File: src/sv/lpmf_pkg.sv
// shared types and codes for the length-prefixed message fifo
package lpmf_pkg;

   localparam int SIZE_W = 11;
   localparam int BYTE_W = 8;

   localparam logic [1:0] ACT_PUSH_HDR  = 2'd0;
   localparam logic [1:0] ACT_PUSH_DATA = 2'd1;
   localparam logic [1:0] ACT_POP       = 2'd2;

   localparam logic [1:0] STS_OK       = 2'd0;
   localparam logic [1:0] STS_NO_SPACE = 2'd1;
   localparam logic [1:0] STS_EMPTY    = 2'd2;
   localparam logic [1:0] STS_SEQ_ERR  = 2'd3;

   typedef enum logic [2:0] {
      ST_IDLE,
      ST_HDR_WR,
      ST_POP_LEN,
      ST_POP_DATA,
      ST_WAIT
   } state_type;

   typedef struct packed {
      logic              last_byte;
      logic [SIZE_W-1:0] out_size;
      logic [BYTE_W-1:0] out_byte;
      logic [1:0]        status;
   } result_type;

endpackage

File: src/sv/lpmf_core.sv
// sequencer for pushes and pops, pointer state and store access
module lpmf_core #(
   parameter int CAPACITY = 1024,
   parameter int RESERVE  = 4
) (
   input  logic                                clock,
   input  logic                                reset,
   input  logic                                item_valid,
   output logic                                item_ready,
   input  logic [1:0]                          item_action,
   input  logic [lpmf_pkg::SIZE_W-1:0]         item_size,
   input  logic [lpmf_pkg::BYTE_W-1:0]         item_byte,
   output logic                                res_valid,
   output lpmf_pkg::result_type                res_data,
   input  logic                                out_free,
   output logic                                mem_wr_en,
   output logic [$clog2(CAPACITY)-1:0]         mem_wr_addr,
   output logic [lpmf_pkg::BYTE_W-1:0]         mem_wr_data,
   output logic                                mem_rd_en,
   output logic [$clog2(CAPACITY)-1:0]         mem_rd_addr,
   input  logic [lpmf_pkg::BYTE_W-1:0]         mem_rd_data
);
   import lpmf_pkg::*;

   localparam int AW = $clog2(CAPACITY);
   localparam int PW = AW + 1;
   localparam int SW = (PW > SIZE_W + 1) ? PW : SIZE_W + 1;
   localparam logic [PW-1:0] CAP_P = PW'(CAPACITY);

   function automatic logic [AW-1:0] wrap_inc(input logic [AW-1:0] p);
      logic [PW-1:0] n;
      n = {1'b0, p} + PW'(1);
      return (n >= CAP_P) ? '0 : n[AW-1:0];
   endfunction

   function automatic logic [AW-1:0] align_commit(input logic [AW-1:0] p);
      logic [PW-1:0] n;
      n = {1'b0, p} + PW'(3);
      n[1:0] = 2'b00;
      return (n >= CAP_P) ? '0 : n[AW-1:0];
   endfunction

   state_type         state_ff, state_in;
   logic [1:0]        cnt_ff, cnt_in;
   logic [AW-1:0]     head_ff, head_in;
   logic [AW-1:0]     tail_ff, tail_in;
   logic [AW-1:0]     wcur_ff, wcur_in;
   logic [AW-1:0]     rcur_ff, rcur_in;
   logic [SIZE_W-1:0] push_left_ff, push_left_in;
   logic              push_open_ff, push_open_in;
   logic [AW-1:0]     pop_left_ff, pop_left_in;
   logic [SIZE_W-1:0] pop_total_ff, pop_total_in;
   logic [SIZE_W-1:0] size_ff, size_in;
   logic [23:0]       len_ff, len_in;
   result_type        res_ff, res_in;

   logic [PW-1:0]     fill;
   logic [PW-1:0]     free_space;
   logic [SW-1:0]     need;
   logic [31:0]       len_full;
   logic              post;
   result_type        post_res;

   always_comb begin
      if (tail_ff >= head_ff) begin
         fill = PW'(tail_ff) - PW'(head_ff);
      end else begin
         fill = PW'(tail_ff) + CAP_P - PW'(head_ff);
      end
      free_space = CAP_P - fill;
      need       = SW'(item_size) + SW'(RESERVE);
      len_full   = {mem_rd_data, len_ff};
   end

   assign item_ready = (state_ff == ST_IDLE);

   always_comb begin
      state_in     = state_ff;
      cnt_in       = cnt_ff;
      head_in      = head_ff;
      tail_in      = tail_ff;
      wcur_in      = wcur_ff;
      rcur_in      = rcur_ff;
      push_left_in = push_left_ff;
      push_open_in = push_open_ff;
      pop_left_in  = pop_left_ff;
      pop_total_in = pop_total_ff;
      size_in      = size_ff;
      len_in       = len_ff;
      res_in       = res_ff;
      post         = 1'b0;
      post_res     = '0;
      res_valid    = 1'b0;
      res_data     = res_ff;
      mem_wr_en    = 1'b0;
      mem_wr_addr  = wcur_ff;
      mem_wr_data  = item_byte;
      mem_rd_en    = 1'b0;
      mem_rd_addr  = rcur_ff;

      case (state_ff)
         ST_IDLE: begin
            if (item_valid) begin
               case (item_action)
                  ACT_PUSH_HDR: begin
                     if (push_open_ff) begin
                        post            = 1'b1;
                        post_res.status = STS_SEQ_ERR;
                     end else if (item_size == '0) begin
                        post = 1'b1;
                     end else if (SW'(free_space) < need) begin
                        post            = 1'b1;
                        post_res.status = STS_NO_SPACE;
                     end else begin
                        size_in  = item_size;
                        wcur_in  = tail_ff;
                        cnt_in   = 2'd0;
                        state_in = ST_HDR_WR;
                     end
                  end
                  ACT_PUSH_DATA: begin
                     post = 1'b1;
                     if (!push_open_ff) begin
                        post_res.status = STS_SEQ_ERR;
                     end else begin
                        mem_wr_en    = 1'b1;
                        wcur_in      = wrap_inc(wcur_ff);
                        push_left_in = push_left_ff - SIZE_W'(1);
                        if (push_left_ff == SIZE_W'(1)) begin
                           tail_in      = align_commit(wrap_inc(wcur_ff));
                           push_open_in = 1'b0;
                        end
                     end
                  end
                  ACT_POP: begin
                     if (pop_left_ff != '0) begin
                        mem_rd_en   = 1'b1;
                        mem_rd_addr = rcur_ff;
                        rcur_in     = wrap_inc(rcur_ff);
                        state_in    = ST_POP_DATA;
                     end else if (fill <= PW'(4)) begin
                        post            = 1'b1;
                        post_res.status = STS_EMPTY;
                     end else begin
                        mem_rd_en   = 1'b1;
                        mem_rd_addr = head_ff;
                        rcur_in     = wrap_inc(head_ff);
                        cnt_in      = 2'd0;
                        state_in    = ST_POP_LEN;
                     end
                  end
                  default: begin
                     post = 1'b1;
                  end
               endcase
            end
         end
         ST_HDR_WR: begin
            mem_wr_en = 1'b1;
            case (cnt_ff)
               2'd0:    mem_wr_data = size_ff[7:0];
               2'd1:    mem_wr_data = BYTE_W'(size_ff[SIZE_W-1:8]);
               default: mem_wr_data = '0;
            endcase
            wcur_in = wrap_inc(wcur_ff);
            cnt_in  = cnt_ff + 2'd1;
            if (cnt_ff == 2'd3) begin
               push_left_in = size_ff;
               push_open_in = 1'b1;
               post         = 1'b1;
            end
         end
         ST_POP_LEN: begin
            case (cnt_ff)
               2'd0:    len_in[7:0]   = mem_rd_data;
               2'd1:    len_in[15:8]  = mem_rd_data;
               2'd2:    len_in[23:16] = mem_rd_data;
               default: len_in        = len_ff;
            endcase
            cnt_in = cnt_ff + 2'd1;
            if (cnt_ff != 2'd3) begin
               mem_rd_en   = 1'b1;
               mem_rd_addr = rcur_ff;
               rcur_in     = wrap_inc(rcur_ff);
            end else if (len_full == '0 || len_full > 32'(fill)) begin
               post            = 1'b1;
               post_res.status = STS_EMPTY;
            end else begin
               pop_left_in  = len_full[AW-1:0];
               pop_total_in = len_full[SIZE_W-1:0];
               mem_rd_en    = 1'b1;
               mem_rd_addr  = rcur_ff;
               rcur_in      = wrap_inc(rcur_ff);
               state_in     = ST_POP_DATA;
            end
         end
         ST_POP_DATA: begin
            post              = 1'b1;
            post_res.out_byte = mem_rd_data;
            post_res.out_size = pop_total_ff;
            pop_left_in       = pop_left_ff - AW'(1);
            if (pop_left_ff == AW'(1)) begin
               post_res.last_byte = 1'b1;
               head_in            = align_commit(rcur_ff);
            end
         end
         ST_WAIT: begin
            if (out_free) begin
               res_valid = 1'b1;
               state_in  = ST_IDLE;
            end
         end
         default: begin
            state_in = ST_IDLE;
         end
      endcase

      if (post) begin
         if (out_free) begin
            res_valid = 1'b1;
            res_data  = post_res;
            state_in  = ST_IDLE;
         end else begin
            res_in   = post_res;
            state_in = ST_WAIT;
         end
      end
   end

   always_ff @(posedge clock) begin
      if (reset) begin
         state_ff     <= ST_IDLE;
         cnt_ff       <= '0;
         head_ff      <= '0;
         tail_ff      <= '0;
         wcur_ff      <= '0;
         rcur_ff      <= '0;
         push_left_ff <= '0;
         push_open_ff <= 1'b0;
         pop_left_ff  <= '0;
         pop_total_ff <= '0;
      end else begin
         state_ff     <= state_in;
         cnt_ff       <= cnt_in;
         head_ff      <= head_in;
         tail_ff      <= tail_in;
         wcur_ff      <= wcur_in;
         rcur_ff      <= rcur_in;
         push_left_ff <= push_left_in;
         push_open_ff <= push_open_in;
         pop_left_ff  <= pop_left_in;
         pop_total_ff <= pop_total_in;
      end
   end

   always_ff @(posedge clock) begin
      size_ff <= size_in;
      len_ff  <= len_in;
      res_ff  <= res_in;
   end

endmodule

File: config.mk
export PLATFORM = sky130hd
export DESIGN_NAME = lpmf_core
export DESIGN_NICKNAME = d
export VERILOG_FILES = /design/src/sv/lpmf_pkg.sv /design/src/sv/lpmf_core.sv
export SDC_FILE = /design/constraint.sdc
export NUM_CORES = 1
export LEC_CHECK = 0
export ABC_AREA = 0
export ABC_CLOCK_PERIOD_IN_PS = 7230
export BUFFER_PORTS_ARGS = -buffer_cell sky130_fd_sc_hd__buf_4
export CORE_MARGIN = 8
export CORE_UTILIZATION = 37
export CTS_CLUSTER_SIZE = 16
export DETAILED_ROUTE_END_ITERATION = 12
export PLACE_DENSITY_LB_ADDON = 0.12
export SLEW_MARGIN = 20
export SYNTH_ARGS = -nofsm -noshare
export SYNTH_HDL_FRONTEND = slang
export SYNTH_SLANG_ARGS = --single-unit
File: constraint.sdc
create_clock -name clock -period 7.23 [get_ports clock]
set_input_delay 0.723 -clock clock [delete_from_list [all_inputs] [get_ports clock]]
set_output_delay 0.723 -clock clock [all_outputs]
set_load 0.02 [all_outputs]
==> metrics list <==
- Outcome: finished, final reports clean
* Register bit count reported by yosys: 131
* Seq. cell area: 3190 um2
- Global router's overall resource usage: 17.2%
- Cell type with the largest total area after synthesis: sky130_fd_sc_hd__edfxtp_1
* Share of post-route cells with drive strength above 1: 15.3%
- Cell area after technology mapping: 8270 um2
- Setup repair bufs after CTS: 0
- The first detailed-routing pass ran for 8 iterations.
- Register-to-register path setup slack: 1880 ps
- In the global route stage, met2 resource usage came out at 25.7%.
- Post-synthesis sequential area ratio: 38.6%
- Die height: 165 um
* Max Buffers Root-to-Sink: 2
- R2R Path Start: head_ff[5]
- In this run, distinct cell masters in the synthesized netlist total 83.
- Clock tree from TritonCTS: done
- The path class of the tightest hold or removal check is flop to flop.
- Entering global routing, the biggest net connects 75 pins.
- The share of synthesized area in the top cell type comes to 20.7%.
* Final number of max-transition violations: 0
- Across the run, the number of max-cap violations was 0.
- Number of resized instances in the post-cts repair step: 0
- The worst hold path passes through 2 cells.
- For this run, the number of Yosys warnings is 0.
* Global-route wire length before repair: 37300 um
* Synth async-reset ratio: 0%
- Syn_area_per_cell: 8.82 um2
- The number of hold-slack violations in the final timing report came to 0.
* CTS Hold Buffers Added: 0
- Final #Nets: 1077
- Setup slack at placement: 1160 ps
- The layout has 2218 filler cells.
- Summed over all layers, the routed wires come to 22600 um.
* Hold EP: pop_left_ff[7]
- Antenna Violating Nets Remaining: 0
* Width of the die: 165 um
- Setup violations remaining at the end of the flow were counted as 0.
* CTS sink cnt: 131
* Max Freq: 151 MHz
- The analysis attributes to cell leakage a power of 3.83 nW.
- Prevailing post-synth register cell: sky130_fd_sc_hd__dfxtp_1
- In this run the standard cell core region covers 21900 um2.
- Total half-perimeter wirelength after legalization and detailed placement: 16700 um
* Routing usage on met3: 4.12%
- Setup slack after layout: 616 ps
- For the final routed database, the setup TNS stands at 0 ps.
* Die Outline Area: 27400 um2
* Number of H-tree levels: 4
- At the worst endpoint, the required time is 6510 ps.
* Vias in the first global route: 6911
- Weighted congestion reported at the end of routability-driven placement: 0.858
- For the worst flop-to-flop path, the logic depth is 17.
- IR analysis of the VDD net gives a maximum drop of 0.000134 V.
- In this run the most critical hold path is launched from pop_left_ff[7].
- The synthesized design contains 57 enable-type register cells.
- GR peak layer: met2
- By startpoint and endpoint, the worst setup path is classified as flop to primary output.
- At the pin with the least slew margin, the transition time is 1050 ps.
- CP Capture Type: primary output
- For the finished layout, the period the worst path requires is 6610 ps.
* Area grow syn2layout: 16.8%
- Clock-pin slew reported for the worst setup and hold paths after clock tree synthesis: 60 ps
- Worst Clk Skew: 16.6 ps
* Synth area leaders: sky130_fd_sc_hd__edfxtp_1 21%, sky130_fd_sc_hd__dfxtp_1 18%, sky130_fd_sc_hd__ha_1 6.4%
- Inserted Clock Buffers: 17
* Vias per Instance: 5.47
* Net count after synthesis: 1013
- Remaining max-slew budget at the tightest pin: 30.1%
- Number of instances in the synthesized netlist: 937
- Peak fanout along the critical path: 22
- Power Dens Cells: 184 nW/um2
- Average routed wire per standard cell: 17.5 um
- After the first detailed-routing iteration, the DRC count stood at 460.
- For this run, design rule violations remaining after detail routing come to 0.
- In this run the clock root is driven by a sky130_fd_sc_hd__clkbuf_16.
- Area of combinational cells with multiple inputs: 4710 um2
- In this run the count of I/O pins placed on the die edge is 87.
- The worst path uses 91.5% of the clock period.
* Initial standard-cell utilization of the core: 37.8%
- Setup repair after global routing missed its margin: no
- Antenna violations before repair: 0
* Total of buffers placed on input and output ports: 86
* Antenna cells: 0
- Detailed-route via count: 7079
- Fraction of met1 tracks used by global routing: 23.9%
- Clock insertion delay at the later pin of the skew report: 430 ps
- Data arrival time at the worst-slack endpoint: 5890 ps
- The endpoint identified for the worst register-to-register timing path is pop_left_ff[1].
* Placement row count: 54
- CP startpoint kind: flop
- Summed over all layers, the global routing overflow is 0.
-- layout make-up --
type                            count  area share [%]
Clock buffer                       19            4.48
Timing Repair Buffer               95            7.39
Clock inverter                     13            1.05
Tap cell                          280            3.63
Inverter                           40            1.56
Sequential cell                   131            33.1
Multi-Input combinational cell    716            48.8
-- metal layers --
| layer | up-vias | part of all wire [%] |
|---|---|---|
| met5 | - | 0 |
| met4 | 0 | 1.7 |
| met3 | 24 | 6.3 |
| met2 | 174 | 44 |
| met1 | 3302 | 48 |
| li1 | 3579 | - |
-- worst max path at each step --
stage | to | cells past startpoint | startpoint
detailed placement | res_data[0] | 20 | head_ff[5]
global placement | res_data[21] | 20 | head_ff[6]
CTS | res_data[0] | 20 | head_ff[6]
global route | res_data[0] | 20 | head_ff[6]
finish | res_data[0] | 20 | head_ff[5]
floorplan | res_ff[0] | 17 | head_ff[9]
-- metrics by stage --
step / util (%) / power [mW] / instance area (um2) / cells / hold slack (ps)
floorplan: - / 0.929 / 8270 / 937 / 438
global placement: 41.7 / 1.01 / 9120 / 1262 / 453
detailed placement: 41.7 / 1.01 / 9120 / 1262 / 467
CTS: 44.1 / 1.81 / 9650 / 1294 / 476
global route: 44.1 / 1.86 / 9650 / 1294 / 481
finish: 44.1 / 1.78 / 9650 / 1294 / 472
-- Yosys cell counts (all sizes together), types with 6 or more instances --
| library cell | number |
|---|---|
| a211oi | 12 |
| and2 | 23 |
| ha | 42 |
| dfxtp | 74 |
| o22ai | 6 |
| inv | 40 |
| and3 | 13 |
| mux2i | 20 |
| mux2 | 12 |
| a21oi | 55 |
| xnor2 | 24 |
| clkbuf | 39 |
| o21ai | 46 |
| nor3 | 31 |
| nand3 | 39 |
| nand2 | 83 |
| edfxtp | 57 |
| nor4 | 15 |
| o21a | 6 |
| a221oi | 7 |
| o32ai | 6 |
| nand4 | 6 |
| a31oi | 13 |
| or3 | 9 |
| a22oi | 21 |
| nor2 | 116 |
| a22o | 21 |
| buf | 11 |
| xor2 | 20 |
-- critical path: stages, from the launching register on --
cell and delay (ps):
sky130_fd_sc_hd__dfxtp_1 370, sky130_fd_sc_hd__inv_1 70, sky130_fd_sc_hd__ha_1 520, sky130_fd_sc_hd__nand3_1 280, sky130_fd_sc_hd__or3_1 460, sky130_fd_sc_hd__nand2_2 130
sky130_fd_sc_hd__mux2i_2 340, sky130_fd_sc_hd__mux2i_4 470, sky130_fd_sc_hd__inv_1 80, sky130_fd_sc_hd__ha_1 320, sky130_fd_sc_hd__nand4_1 130, sky130_fd_sc_hd__nor4_1 290
sky130_fd_sc_hd__a41o_1 230, sky130_fd_sc_hd__o211ai_1 250, sky130_fd_sc_hd__a31oi_1 290, sky130_fd_sc_hd__nor3_1 60, sky130_fd_sc_hd__a31o_2 230, sky130_fd_sc_hd__a31oi_2 130
sky130_fd_sc_hd__buf_4 290, sky130_fd_sc_hd__mux2_2 380, sky130_fd_sc_hd__buf_4 160
-- registers in the layout, indices dropped and copies added (netlist names), 10 cells and up --
signal and count:
rcur_ff 10, pop_left_ff 10, size_ff 11, res_ff 22, pop_total_ff 11, len_ff 24
push_left_ff 11, mem_wr_addr 10
-- where the power goes --
group          leakage (nW)  internal (mW)  switching, mW
registers              1.12          0.783         0.0102
clock network         0.253          0.442          0.346
logic                  2.45         0.0797          0.119
total                  3.83           1.31          0.475
-- kinds of logic (layout without fill, tap and decap cells) --
| group | count (synthesis) | count (layout) | share of synthesized area (%) |
|---|---|---|---|
| buffers and inverters | 90 | 167 | 4.42 |
| XOR/XNOR | 44 | 44 | 4.66 |
| AO/OA/AOI/OAI | 230 | 230 | 19.5 |
| multiplexers | 32 | 32 | 4.30 |
| AND/OR/NAND/NOR | 367 | 367 | 21.9 |
| adder cells (fa/ha/maj) | 43 | 43 | 6.60 |
| flip-flops | 131 | 131 | 38.6 |
-- placed cells by master (no fill, tap or decap), types with 23 or more instances in the layout --
master	netlist	final
sky130_fd_sc_hd__o21ai_0	43	43
sky130_fd_sc_hd__nand2_1	82	82
sky130_fd_sc_hd__a21oi_1	53	52
sky130_fd_sc_hd__nor2_1	115	115
sky130_fd_sc_hd__nor3_1	27	27
sky130_fd_sc_hd__dfxtp_1	74	74
sky130_fd_sc_hd__and2_1	23	23
sky130_fd_sc_hd__ha_1	42	42
sky130_fd_sc_hd__inv_1	40	40
sky130_fd_sc_hd__edfxtp_1	57	57
sky130_fd_sc_hd__buf_4	1	95
sky130_fd_sc_hd__nand3_1	38	38
sky130_fd_sc_hd__xnor2_1	24	24
Power figures use the tool's default switching activity.
